### config.mk
export PLATFORM = sky130hd
export DESIGN_NAME = gfd_cordic
export DESIGN_NICKNAME = d
export VERILOG_FILES = /design/src/rtl/gfd_pkg.sv /design/src/rtl/gfd_cordic.sv
export SDC_FILE = /design/constraint.sdc
export NUM_CORES = 1
export LEC_CHECK = 0
export BUFFER_PORTS_ARGS = -buffer_cell sky130_fd_sc_hd__buf_2
export CAP_MARGIN = 20
export CORE_MARGIN = 1.5
export CORE_UTILIZATION = 45
export DETAILED_ROUTE_END_ITERATION = 10
export GPL_TIMING_DRIVEN = 0
export PLACE_DENSITY = 0.64
export REMOVE_ABC_BUFFERS = 1
export SETUP_SLACK_MARGIN = 0.05
export SLEW_MARGIN = 20
export SYNTH_ARGS = -nofsm -noshare
export SYNTH_HDL_FRONTEND = slang
export SYNTH_SLANG_ARGS = --single-unit
### constraint.sdc
create_clock -name clock -period 6.88 [get_ports clock]
set_input_delay 0.344 -clock clock [delete_from_list [all_inputs] [get_ports clock]]
set_output_delay 0.344 -clock clock [all_outputs]
set_load 0.01 [all_outputs]
### src/rtl/gfd_pkg.sv
// Types, constants and helper functions of the GPS fix drift check.
// No dependencies; used by the CORDIC, the root/divide unit, the top level and the bench.
`timescale 1ns / 1ps

package gfd_pkg;

   localparam int DW  = 36;   // CORDIC and multiplier operand width
   localparam int PW  = 72;   // product width
   localparam int UW  = 32;   // sine / cosine word width (Q30, clamped)
   localparam int AW  = 61;   // haversine term width (0 .. 2^60)
   localparam int SQW = 64;   // square root / divide unit width
   localparam int IW  = 6;    // arctangent table index width

   localparam int SQRT_STEPS = 31;
   localparam int DIV_STEPS  = 64;

   localparam logic signed [34:0]   TURN_UNITS      = 35'sd7200000000;
   localparam logic [32:0]          QUARTER_UNITS   = 33'd1800000000;
   localparam logic signed [DW-1:0] RAD_PER_UNIT    = 36'sd4024455254;
   localparam logic signed [DW-1:0] CORDIC_INV_GAIN = 36'sd652032874;
   localparam logic signed [DW-1:0] EARTH_RADIUS_CM = 36'sd636962875;
   localparam logic signed [DW-1:0] ONE_Q30         = 36'sd1073741824;
   localparam logic [SQW-1:0]       ONE_Q60         = 64'h1000_0000_0000_0000;
   localparam logic [30:0]          DRIFT_RESET     = 31'd50000;

   typedef enum logic [4:0] {
      ST_IDLE, ST_TLOAD, ST_TQUAD, ST_TMULK, ST_TZ, ST_TCORD, ST_TRES1, ST_TRES2,
      ST_TRES3, ST_TSTORE, ST_APM, ST_AP, ST_ATM, ST_AT, ST_AS1, ST_AS2, ST_ASUM,
      ST_SQY, ST_SQYW, ST_SQX, ST_SQXW, ST_VEC, ST_VECW, ST_DIV, ST_DIVW,
      ST_DMUL, ST_DIST, ST_DONE
   } state_type;

   typedef enum logic [1:0] {JOB_DLAT, JOB_DLON, JOB_CLAT, JOB_CPREV} job_type;

   typedef struct packed {
      logic start;
      logic vectoring;
   } cordic_ctl_type;

   typedef struct packed {
      logic start;
      logic divide;
   } sqdiv_ctl_type;

   function automatic logic signed [DW-1:0] atan_step(input logic [IW-1:0] i);
      logic signed [DW-1:0] r;
      case (i)
         6'd0: r = 36'sd843314856;
         6'd1: r = 36'sd497837829;
         6'd2: r = 36'sd263043836;
         6'd3: r = 36'sd133525158;
         6'd4: r = 36'sd67021686;
         6'd5: r = 36'sd33543515;
         6'd6: r = 36'sd16775850;
         6'd7: r = 36'sd8388437;
         6'd8: r = 36'sd4194282;
         6'd9: r = 36'sd2097149;
         default: begin
            if (i <= 6'd30) r = DW'(64'd1 << (6'd30 - i));
            else            r = '0;
         end
      endcase
      return r;
   endfunction

   function automatic logic signed [UW-1:0] clamp_unit(input logic signed [DW-1:0] v);
      logic signed [UW-1:0] r;
      if (v > ONE_Q30)       r = UW'(ONE_Q30);
      else if (v < -ONE_Q30) r = -UW'(ONE_Q30);
      else                   r = UW'(v);
      return r;
   endfunction

endpackage

### src/rtl/gfd_cordic.sv
// Shared CORDIC unit: one rotation or vectoring step per cycle.
// Depends on gfd_pkg for widths, control struct and the arctangent table.
`timescale 1ns / 1ps

module gfd_cordic import gfd_pkg::*; #(
   parameter int STEPS = 24
) (
   input  logic                 clock,
   input  logic                 reset,
   input  cordic_ctl_type       ctl,
   input  logic signed [DW-1:0] x_in,
   input  logic signed [DW-1:0] y_in,
   input  logic signed [DW-1:0] z_in,
   output logic signed [DW-1:0] x_out,
   output logic signed [DW-1:0] y_out,
   output logic signed [DW-1:0] z_out,
   output logic                 done
);

   localparam int SW = $clog2(STEPS);

   logic signed [DW-1:0] x_ff, y_ff, z_ff, x_in_n, y_in_n, z_in_n;
   logic signed [DW-1:0] xs, ys, ang;
   logic [SW-1:0]        step_ff;
   logic                 busy_ff, vec_ff, done_ff, go_pos;

   assign xs  = x_ff >>> step_ff;
   assign ys  = y_ff >>> step_ff;
   assign ang = atan_step(IW'(step_ff));
   // rotation drives z to zero, vectoring drives y to zero
   assign go_pos = vec_ff ? (y_ff >= 0) : (z_ff >= 0);

   always_comb begin
      if (vec_ff == go_pos) begin
         x_in_n = x_ff + ys;
         y_in_n = y_ff - xs;
      end else begin
         x_in_n = x_ff - ys;
         y_in_n = y_ff + xs;
      end
      z_in_n = go_pos ? z_ff - ang : z_ff + ang;
      if (vec_ff) z_in_n = go_pos ? z_ff + ang : z_ff - ang;
   end

   always_ff @(posedge clock) begin
      if (reset) begin
         busy_ff <= 1'b0;
         done_ff <= 1'b0;
         step_ff <= '0;
         vec_ff  <= 1'b0;
      end else if (ctl.start) begin
         busy_ff <= 1'b1;
         done_ff <= 1'b0;
         step_ff <= '0;
         vec_ff  <= ctl.vectoring;
      end else if (busy_ff) begin
         step_ff <= step_ff + SW'(1);
         if (step_ff == SW'(STEPS - 1)) begin
            busy_ff <= 1'b0;
            done_ff <= 1'b1;
         end
      end else begin
         done_ff <= 1'b0;
      end
   end

   always_ff @(posedge clock) begin
      if (ctl.start) begin
         x_ff <= x_in;
         y_ff <= y_in;
         z_ff <= z_in;
      end else if (busy_ff) begin
         x_ff <= x_in_n;
         y_ff <= y_in_n;
         z_ff <= z_in_n;
      end
   end

   assign x_out = x_ff;
   assign y_out = y_ff;
   assign z_out = z_ff;
   assign done  = done_ff;

endmodule

==> results.sh <==
export IMPL_status="finished clean"
export IMPL_syn_area_per_cell_um2=8.10
export IMPL_first_pass_iters=5
export IMPL_start_util_pct=45.5
export IMPL_yosysTopAreaCellShare_pct=17.4
export IMPL_antenna_found_initial=0
export IMPL_utilization_pct=51.3
export IMPL_synth_edf_count=108
export IMPL_drive_gt1_share_pct=19.0
export IMPL_cts_sinks=116
export IMPL_timing_final_setup_violations=0
export IMPL_synthesis_area_mm2=0.0186
export IMPL_setup_worst_path_class="register to register"
export IMPL_p_leak_nw=8.73
export IMPL_final_cell_mix="nand2_1, buf_2, o21ai_0"
export IMPL_die_h_um=206
export IMPL_path_cells="buf_16 -> inv_2 -> buf_12 -> nor2_1 -> a32o_1 -> nor2_1 -> ha_1 -> and2_1 -> a31oi_1 -> xor2_1 -> ha_1 -> a21o_1 -> a211oi_1 -> nor2_1 -> a2111oi_0 -> o21bai_1 -> o221ai_1 -> o21ai_1 -> a21o_1 -> a21oi_1 -> xor2_1 -> o21ai_0"
export IMPL_io_buffers=220
export IMPL_place_congestion=0.948
export IMPL_die_w_um=206
export IMPL_via_per_inst=6.27
export IMPL_report_final_slew_viol_count=0
export IMPL_antenna_cells=0
export IMPL_cpPeakStageDelay_ns=0.68
export IMPL_timing_hold_ws_ns=0.0560
export IMPL_htreeDepth=4
export IMPL_final_common_cell="nand2_1"
export IMPL_io_pins=221
export IMPL_hold_violations=0
export IMPL_yosysWarningCount=0
export IMPL_cp_common_cell="nor2_1"
export IMPL_maxCapViolations=0
export IMPL_finalCritPeriodShare_pct=93.7
export IMPL_rows=74
export IMPL_async_flop_share_pct=0
export IMPL_startpoint_type="register"
export IMPL_rsz0062_at_grt="no"
export IMPL_synthDistinctLibCells=95
export IMPL_ys_ff_latch=116
export IMPL_cts_inserted_buffers=17
export IMPL_clock_latency_ns=0.50
export IMPL_fmax_ghz=0.155
export IMPL_finalPower_mw=11.5
export IMPL_hpwl_um=50200
export IMPL_cts_root_buf="clkbuf_16"
export IMPL_nNetsFinal=2686
export IMPL_final_setup_tns_ns=0
export IMPL_remaining_drc_errors=0
export IMPL_cts_tree="built"
export IMPL_power_density_mw_per_mm2=551
export IMPL_cts_buffer_depth=2
export IMPL_synthToLayoutAreaGrowth_pct=12.7
export IMPL_synth_area_leader_cell="edfxtp_1"
export IMPL_ant_nets=0
export IMPL_worstMarginPinSlew_ns=0.945
export IMPL_end_kind="register"
export IMPL_yosysSeqAreaShare_pct=18.3
export IMPL_filler_cell_count=3968
export IMPL_hp_class="primary input to register"
export IMPL_routed_wl_um=65400
export IMPL_synth_area_leaders="edfxtp_1, ha_1, mux4_2"
export IMPL_die_area_mm2=0.0426
export IMPL_grt_start_max_net_pins=139
export IMPL_critPathSlowestCell="nor2_1"
export IMPL_min_period_ns=6.44
export IMPL_coreArea_mm2=0.0408
export IMPL_cp_arrival_ns=6.65
export IMPL_slew_headroom_pct=36.8
export IMPL_syn_instance_count=2295
export IMPL_worstPathRequired_ns=7.09
export IMPL_skew_ns=0.0133
export IMPL_wl_per_cell_um=22.1
export IMPL_grt_overflow=0
export IMPL_grt_usage_pct=30.7
export IMPL_synthFlopType="edfxtp_1"
export IMPL_grt_pass1_wl_um=100000
export IMPL_clk_pin_slew_ns=0.06
export IMPL_drtIter0Drc=1546
export IMPL_path_max_fanout=66
export IMPL_vias=18599
export IMPL_ir_drop_v=0.000373
export IMPL_grt_pass1_vias=17704
sequential cells by signal (all words and copies together), names as in the netlist:
| name | count |
|---|---|
| z_out | 36 |
| y_out | 36 |
| vec_ff | 1 |
| done | 1 |
| x_out | 36 |
| step_ff | 5 |
| busy_ff | 1 |
cells in the mapped netlist, types with 7 or more instances:
cell type / count
o31ai_1: 21
o211ai_1: 16
inv_1: 100
ha_1: 148
o221ai_1: 13
a211oi_1: 31
xnor2_1: 106
o22ai_1: 10
a211o_1: 11
nand4_1: 14
a2111oi_0: 9
mux4_2: 67
mux2_2: 54
nand2b_1: 26
and2_1: 23
nand3_1: 54
nor2b_1: 15
nor3_1: 36
a221oi_1: 10
mux2i_1: 68
or3_1: 9
or2_2: 18
edfxtp_1: 108
nand2_1: 242
clkbuf_1: 85
a21oi_1: 203
o21a_1: 13
and3_1: 16
nor2_1: 182
a31oi_1: 20
a21o_1: 72
xor2_1: 53
o21bai_1: 23
dfxtp_1: 8
buf_2: 24
o21ai_0: 210
buf_1: 20
nor3b_1: 7
a32oi_1: 9
path summary, 6_finish.rpt:
kind | from | to | slack, ns | cells after the start
worst min register to register | vec_ff$_SDFFE_PP0P_ | vec_ff$_SDFFE_PP0P_ | 0.60 | 2
worst max-delay path | step_ff[4]$_SDFFE_PP0P_ | y_out[28]$_DFFE_PP_ | 0.44 | 22
worst min-delay path | reset | busy_ff$_SDFF_PP0_ | 0.06 | 2
worst max register to register | step_ff[4]$_SDFFE_PP0P_ | y_out[28]$_DFFE_PP_ | 0.44 | 22
final cells by class:
class	count	area, um^2	share of cell area [%]
clock buffer	20	437	2.08
sequential	116	3420	16.3
timing repair inverter	1	5.00	0.0239
clock inverter	12	161	0.770
inverter	103	398	1.90
multi-input combinational	1946	14400	68.6
tap	532	666	3.18
timing repair buffer	237	1500	7.16
per-stage QoR:
step | cell area (um^2) | setup WS (ns) | std cells
2_1_floorplan | 18000 | -1.48 | 2165
4_1_cts | 20800 | 0.112 | 2963
3_3_place_gp | 19800 | -4.57 | 2917
3_5_place_dp | 20200 | -0.786 | 2931
5_1_grt | 21000 | 0.0418 | 2967
6_report | 21000 | 0.435 | 2967
routing by layer:
metal  vias to the layer above  wire length [um]  GRT usage, %
met5                         -                 0             0
met1                      8929             27500          38.3
met4                         0              2580          13.3
met3                       162              4170          5.53
met2                       694             31100          51.6
li1                       8814                 -             -
timing repair:
action / in CTS / in global routing
hold buffers: 0 / 0
setup endpoints to repair: 12 / 26
pin swaps: 0 / 2
resized for setup: 6 / 25
buffers inserted: 0 / 3
cloned: 0 / 1
where the power goes:
part / switching (mW) / total (mW) / internal, mW
combinational: 4.88 / 8.63 / 3.75
sequential: 0.679 / 1.96 / 1.28
clock: 0.365 / 0.961 / 0.596
cells by family after synthesis:
family          synth area share (%)
xor+xnor                        7.49
mux                             15.8
fa+ha+maj                       10.4
other cells                   0.0404
compound gates                  25.9
buf+inv                         5.41
simple gates                    16.7
flops                           18.3
worst max-delay path, delay by kind of cell, from the launching register on:
family / cells / cell delay (ns)
flip-flops: 1 / 0.55
AO/OA/AOI/OAI: 11 / 2.86
AND/OR/NAND/NOR: 4 / 1.09
buffers and inverters: 3 / 0.71
adder cells (fa/ha/maj): 2 / 0.51
XOR/XNOR: 2 / 0.36
No activity file was read; power rests on OpenSTA's default activity.
