**src/rtl/gfd_pkg.sv**
```systemverilog
// Types, constants and helper functions of the GPS fix drift check.
// No dependencies; used by the CORDIC, the root/divide unit, the top level and the bench.
`timescale 1ns / 1ps

package gfd_pkg;

   localparam int DW  = 36;   // CORDIC and multiplier operand width
   localparam int PW  = 72;   // product width
   localparam int UW  = 32;   // sine / cosine word width (Q30, clamped)
   localparam int AW  = 61;   // haversine term width (0 .. 2^60)
   localparam int SQW = 64;   // square root / divide unit width
   localparam int IW  = 6;    // arctangent table index width

   localparam int SQRT_STEPS = 31;
   localparam int DIV_STEPS  = 64;

   localparam logic signed [34:0]   TURN_UNITS      = 35'sd7200000000;
   localparam logic [32:0]          QUARTER_UNITS   = 33'd1800000000;
   localparam logic signed [DW-1:0] RAD_PER_UNIT    = 36'sd4024455254;
   localparam logic signed [DW-1:0] CORDIC_INV_GAIN = 36'sd652032874;
   localparam logic signed [DW-1:0] EARTH_RADIUS_CM = 36'sd636962875;
   localparam logic signed [DW-1:0] ONE_Q30         = 36'sd1073741824;
   localparam logic [SQW-1:0]       ONE_Q60         = 64'h1000_0000_0000_0000;
   localparam logic [30:0]          DRIFT_RESET     = 31'd50000;

   typedef enum logic [4:0] {
      ST_IDLE, ST_TLOAD, ST_TQUAD, ST_TMULK, ST_TZ, ST_TCORD, ST_TRES1, ST_TRES2,
      ST_TRES3, ST_TSTORE, ST_APM, ST_AP, ST_ATM, ST_AT, ST_AS1, ST_AS2, ST_ASUM,
      ST_SQY, ST_SQYW, ST_SQX, ST_SQXW, ST_VEC, ST_VECW, ST_DIV, ST_DIVW,
      ST_DMUL, ST_DIST, ST_DONE
   } state_type;

   typedef enum logic [1:0] {JOB_DLAT, JOB_DLON, JOB_CLAT, JOB_CPREV} job_type;

   typedef struct packed {
      logic start;
      logic vectoring;
   } cordic_ctl_type;

   typedef struct packed {
      logic start;
      logic divide;
   } sqdiv_ctl_type;

   function automatic logic signed [DW-1:0] atan_step(input logic [IW-1:0] i);
      logic signed [DW-1:0] r;
      case (i)
         6'd0: r = 36'sd843314856;
         6'd1: r = 36'sd497837829;
         6'd2: r = 36'sd263043836;
         6'd3: r = 36'sd133525158;
         6'd4: r = 36'sd67021686;
         6'd5: r = 36'sd33543515;
         6'd6: r = 36'sd16775850;
         6'd7: r = 36'sd8388437;
         6'd8: r = 36'sd4194282;
         6'd9: r = 36'sd2097149;
         default: begin
            if (i <= 6'd30) r = DW'(64'd1 << (6'd30 - i));
            else            r = '0;
         end
      endcase
      return r;
   endfunction

   function automatic logic signed [UW-1:0] clamp_unit(input logic signed [DW-1:0] v);
      logic signed [UW-1:0] r;
      if (v > ONE_Q30)       r = UW'(ONE_Q30);
      else if (v < -ONE_Q30) r = -UW'(ONE_Q30);
      else                   r = UW'(v);
      return r;
   endfunction

endpackage

```
**src/rtl/gfd_sqdiv.sv**
```systemverilog
// Shared restoring unit: integer square root or unsigned divide, one bit a cycle.
// Depends on gfd_pkg for widths, step counts and the control struct.
`timescale 1ns / 1ps

module gfd_sqdiv import gfd_pkg::*; (
   input  logic            clock,
   input  logic            reset,
   input  sqdiv_ctl_type   ctl,
   input  logic [SQW-1:0]  op_a,
   input  logic [DW-1:0]   op_b,
   output logic [SQW-1:0]  result,
   output logic            done
);

   logic [SQW-1:0] val_ff, res_ff, bit_ff, minuend, subtrahend, diff;
   logic [DW-1:0]  dvs_ff;
   logic [6:0]     cnt_ff;
   logic           busy_ff, div_ff, done_ff, ge;

   // one subtractor serves both the root trial and the divide trial
   always_comb begin
      if (div_ff) begin
         minuend    = {val_ff[SQW-2:0], res_ff[SQW-1]};
         subtrahend = SQW'(dvs_ff);
      end else begin
         minuend    = val_ff;
         subtrahend = res_ff + bit_ff;
      end
      ge   = minuend >= subtrahend;
      diff = minuend - subtrahend;
   end

   always_ff @(posedge clock) begin
      if (reset) begin
         busy_ff <= 1'b0;
         done_ff <= 1'b0;
         div_ff  <= 1'b0;
         cnt_ff  <= '0;
      end else if (ctl.start) begin
         busy_ff <= 1'b1;
         done_ff <= 1'b0;
         div_ff  <= ctl.divide;
         cnt_ff  <= ctl.divide ? 7'(DIV_STEPS - 1) : 7'(SQRT_STEPS - 1);
      end else if (busy_ff) begin
         cnt_ff <= cnt_ff - 7'd1;
         if (cnt_ff == 7'd0) begin
            busy_ff <= 1'b0;
            done_ff <= 1'b1;
         end
      end else begin
         done_ff <= 1'b0;
      end
   end

   always_ff @(posedge clock) begin
      if (ctl.start) begin
         dvs_ff <= op_b;
         bit_ff <= SQW'(64'd1 << 60);
         if (ctl.divide) begin
            val_ff <= '0;
            res_ff <= op_a;
         end else begin
            val_ff <= op_a;
            res_ff <= '0;
         end
      end else if (busy_ff) begin
         if (div_ff) begin
            val_ff <= ge ? diff : minuend;
            res_ff <= {res_ff[SQW-2:0], ge};
         end else begin
            if (ge) begin
               val_ff <= diff;
               res_ff <= (res_ff >> 1) + bit_ff;
            end else begin
               res_ff <= res_ff >> 1;
            end
            bit_ff <= bit_ff >> 2;
         end
      end
   end

   assign result = res_ff;
   assign done   = done_ff;

endmodule

```
**config.mk**
```make
export PLATFORM = sky130hd
export DESIGN_NAME = gfd_sqdiv
export DESIGN_NICKNAME = d
export VERILOG_FILES = /design/src/rtl/gfd_pkg.sv /design/src/rtl/gfd_sqdiv.sv
export SDC_FILE = /design/constraint.sdc
export NUM_CORES = 1
export LEC_CHECK = 0
export BUFFER_PORTS_ARGS = -buffer_cell sky130_fd_sc_hd__buf_2
export CAP_MARGIN = 5
export CORE_UTILIZATION = 50
export DETAILED_ROUTE_END_ITERATION = 6
export HOLD_SLACK_MARGIN = 0.12
export MAX_ROUTING_LAYER = met4
export PLACE_DENSITY = 0.68
export SYNTH_ARGS = -nofsm -noshare
export SYNTH_HDL_FRONTEND = slang
export SYNTH_SLANG_ARGS = --single-unit
```
**constraint.sdc**
```tcl
create_clock -name clock -period 22 [get_ports clock]
set_clock_uncertainty 0.15 [all_clocks]
set_input_delay 4.4 -clock clock [delete_from_list [all_inputs] [get_ports clock]]
set_output_delay 4.4 -clock clock [all_outputs]
set_load 0.01 [all_outputs]
```
==> implementation parameters <==
Parameter                              Value

Synth
  Per-instance average area after synthesis    8.171 um^2
  Synth top area cells    sky130_fd_sc_hd__edfxtp_1, sky130_fd_sc_hd__ha_1, sky130_fd_sc_hd__a21oi_1
  Register area share after synthesis    30.90%
  Gate Count Post-Synth    2276
  Synth warn    0
  Most used flip-flop cell after synthesis    sky130_fd_sc_hd__edfxtp_1
  Post-synthesis net count    2511
  Count of flip-flops with a built-in enable after synthesis    164
  Number of distinct standard cells referenced by the synthesized netlist    75
  Total of flip-flops plus latches after synthesis    205
  Dominant cell type by area after synthesis    sky130_fd_sc_hd__edfxtp_1
  Portion of synthesized cell area occupied by the leading cell type    26.48%
  Fraction of synthesis flops using an asynchronous set or reset pin    0%
  Cell area after synthesis    0.01860 mm^2

Worst setup path
  Endpoint of the most critical setup path    val_ff[38]$_DFFE_PP_
  Type of origin of the critical path    flip-flop
  Cell depth of the worst setup path    23
  Reg2reg end    val_ff[38]$_DFFE_PP_
  Worst-case register-to-register setup slack    13.99 ns
  Crit path max-delay cell type    sky130_fd_sc_hd__a311oi_2
  Most frequent CP cell    sky130_fd_sc_hd__o21ai_0
  Cells on worst reg2reg path    23
  Crit Reg-Reg Startpoint    result[12]$_DFFE_PP_
  Delay contributed by the slowest stage of the critical path    0.54 ns
  Critical path start-end classification    flip-flop to flip-flop
  Number of buffers and inverters on the critical path    2
  Max Fanout on Critical Path    56
  Critical path arrival    8.13 ns
  Critical path startpoint    result[12]$_DFFE_PP_
  Kind of cell with the highest combined delay on the critical path    compound AO/OA/AOI/OAI gates
  Cell breakdown of the critical path    ha_1 -> a31oi_1 -> o21a_1 -> o31a_1 -> o21ai_1 -> a211oi_1 -> o21ai_1 -> a311oi_2 -> o21ai_0 -> a31oi_1 -> xnor2_1 -> nand2_1 -> ha_1 -> a21o_1 -> o21bai_1 -> a221o_1 -> a221o_1 -> a31oi_4 -> buf_4 -> nand2_2 -> buf_4 -> o21ai_0 -> o21ai_0
  Crit path required time    22.12 ns
  CP endpoint kind    flip-flop

STA
  Final hold violations    0
  Final count of pins violating max slew    0
  RSZ-0062 raised after global routing    no
  Final period demand of the worst path    8.010 ns
  Setup tns final    0 ns
  Worst Tran Pin Value    1.083 ns
  Least setup slack across all paths after layout    13.99 ns
  Crit share post-route    36.41%
  Maximum clock frequency    124.8 MHz
  Relative slew margins    27.61%
  Worst hold-check slack    0.3419 ns
  Total of endpoints with negative setup slack in the final report    0

Placement
  HPWL Detailed    50160 um
  # port buffers    168
  Worst slack at placement    14.16 ns
  Gpl congestion    0.9993

Detailed routing
  Via count    18450
  Number of antenna-violating nets in the routed design    0
  Final routed DRC violation total    0
  Number of DRC markers in iteration 0    2152
  Total wire length    67570 um
  Detail-routed via count per cell    6.486
  Detailed-route wire length on metal 1    31590 um
  Met2 layer wire length in the routed design    27310 um
  Average routed wire per standard cell    23.76 um
  Uppermost layer routed    met4
  Router iterations before antenna repair    5
  Met3 wire length    7149 um

Clock tree
  Later-pin clock latency in the skew report    0.57 ns
  Level count of the clock H-tree    1
  Number of sinks handled by clock tree synthesis    205
  Post-CTS Setup Repair Bufs    0
  Root buffer cell    sky130_fd_sc_hd__clkbuf_16
  CTS-repair resized insts    0
  TritonCTS clock tree    yes
  Clock-pin slew of the registers on the worst-case setup and hold paths    0.06 ns
  Max clock buf depth    3
  Hold buffers post-CTS    0
  Cts bufs inserted    26

Floorplan
  Starting density of the core    50.80%
  Number of top-level design ports    169
  Overall die height    194.9 um
  Row count    70
  Die width    194.9 um
  Core region area    0.03661 mm^2
  Full die area    0.03797 mm^2

Layout
  Net total in the final layout    2587
  Util after Layout    56.05%
  Leading cell type in the layout, fill and taps excluded    sky130_fd_sc_hd__nand2_1
  Most used cells in the layout excluding fill and tap cells    sky130_fd_sc_hd__nand2_1, sky130_fd_sc_hd__a21oi_1, sky130_fd_sc_hd__o21ai_0
  Area Growth Syn to Fin    10.34%
  Proportion of layout cells with a drive suffix above 1    13.83%

Run status
  Run status    finished, final reports clean

Power
  Leakage power    8.098 nW
  Total power after layout    2.782 mW
  Worst ir drop on vdd    0.07472 mV
  Power density normalized to cell area    135.6 mW/mm^2

Flow run
  Max Cap Viol    0

Worst hold path
  WHS Path Cells    2
  Min-delay worst type    flip-flop to flip-flop

Global route
  Overall overflow remaining after global route    0
  Largest net degree at the start of global routing    75
  Global-route wire length before repair    102400 um
  Overall routing resource usage    35.93%
  Number of global-route vias before repair    16660
  Antenna violations before repair    4
[power breakdown]
part	internal, mW	switching [mW]
clock network	0.266	0.183
registers	0.565	0.127
logic	0.637	1.00
[logic make-up after synthesis]
logic type	Yosys count	share of synthesized area, %
AOI/OAI and AO/OA	781	25.57
and+or+nand+nor	728	17.49
DFF	205	30.90
xor gates and xnor gates	179	8.430
buffers and inverters	166	3.700
adders and majority gates	131	8.854
muxes	86	5.060
[state kept, by name, indices dropped and copies added (netlist names)]
| name | count |
|---|---|
| done | 1 |
| dvs_ff | 36 |
| cnt_ff | 7 |
| busy_ff | 1 |
| val_ff | 64 |
| bit_ff | 31 |
| result | 64 |
| div_ff | 1 |
[cell usage after synthesis, types with 5 or more instances]
| library cell | count |
|---|---|
| sky130_fd_sc_hd__buf_6 | 5 |
| sky130_fd_sc_hd__o21ai_0 | 210 |
| sky130_fd_sc_hd__nand2b_1 | 15 |
| sky130_fd_sc_hd__buf_2 | 16 |
| sky130_fd_sc_hd__nand2_1 | 309 |
| sky130_fd_sc_hd__nor2_1 | 194 |
| sky130_fd_sc_hd__buf_1 | 5 |
| sky130_fd_sc_hd__or3_1 | 7 |
| sky130_fd_sc_hd__and2_1 | 11 |
| sky130_fd_sc_hd__o31ai_1 | 14 |
| sky130_fd_sc_hd__o211ai_1 | 12 |
| sky130_fd_sc_hd__a221oi_1 | 5 |
| sky130_fd_sc_hd__o21ai_1 | 8 |
| sky130_fd_sc_hd__o21bai_1 | 28 |
| sky130_fd_sc_hd__and3_1 | 16 |
| sky130_fd_sc_hd__nor2b_1 | 13 |
| sky130_fd_sc_hd__a31o_2 | 12 |
| sky130_fd_sc_hd__nor3_1 | 39 |
| sky130_fd_sc_hd__a21oi_1 | 244 |
| sky130_fd_sc_hd__nand4_1 | 39 |
| sky130_fd_sc_hd__mux2i_1 | 22 |
| sky130_fd_sc_hd__a31oi_1 | 53 |
| sky130_fd_sc_hd__dfxtp_1 | 41 |
| sky130_fd_sc_hd__a22oi_1 | 49 |
| sky130_fd_sc_hd__a21boi_0 | 8 |
| sky130_fd_sc_hd__nand3_1 | 43 |
| sky130_fd_sc_hd__a211oi_1 | 24 |
| sky130_fd_sc_hd__edfxtp_1 | 164 |
| sky130_fd_sc_hd__ha_1 | 130 |
| sky130_fd_sc_hd__o21a_1 | 12 |
| sky130_fd_sc_hd__clkbuf_1 | 107 |
| sky130_fd_sc_hd__xnor2_1 | 80 |
| sky130_fd_sc_hd__xor2_1 | 99 |
| sky130_fd_sc_hd__or2_2 | 8 |
| sky130_fd_sc_hd__or4_1 | 5 |
| sky130_fd_sc_hd__mux2_2 | 64 |
| sky130_fd_sc_hd__a21o_1 | 55 |
| sky130_fd_sc_hd__and4_1 | 5 |
| sky130_fd_sc_hd__nor4_1 | 9 |
| sky130_fd_sc_hd__inv_1 | 28 |
[metal layers]
metal  vias up  global-route usage (%)
met5         -                       -
met4         0                   8.195
met3        96                   4.338
met2       948                   48.93
met1      8820                   55.64
li1       8582                       -
[worst min path at each step]
stage          slack [ns]               startpoint                      end
2_1_floorplan        0.31  bit_ff[60]$_SDFFE_PP1P_  bit_ff[60]$_SDFFE_PP1P_
4_1_cts              0.34        done$_SDFFE_PP0P_        done$_SDFFE_PP0P_
3_3_place_gp         0.31        done$_SDFFE_PP0P_        done$_SDFFE_PP0P_
5_1_grt              0.37  bit_ff[12]$_SDFFE_PP0P_  bit_ff[12]$_SDFFE_PP0P_
6_report             0.34  bit_ff[10]$_SDFFE_PP0P_   bit_ff[8]$_SDFFE_PP0P_
3_5_place_dp         0.32        done$_SDFFE_PP0P_        done$_SDFFE_PP0P_
[final cells by class]
type	instances	area, um^2
multi-input combinational	1905	12220
antenna	4	10.01
timing repair buffer	183	959.7
inverter	31	116.4
clock inverter	15	197.7
tap	468	585.6
clock buffer	33	676.9
fill	3492	16090
sequential	205	5749
[metrics by stage]
stage / instances / cell area [um^2]
after CTS: 2840 / 20510
after global routing: 2844 / 20520
after global placement: 2792 / 19640
final: 2844 / 20520
after detailed placement: 2792 / 19640
after floorplan: 2276 / 18600
[worst min-delay path: stages, from the launching register on]
cell and delay [ns]:
sky130_fd_sc_hd__dfxtp_1 0.34, sky130_fd_sc_hd__nand2_1 0.06, sky130_fd_sc_hd__a21oi_1 0.05
Power figures use the tool's default switching activity.
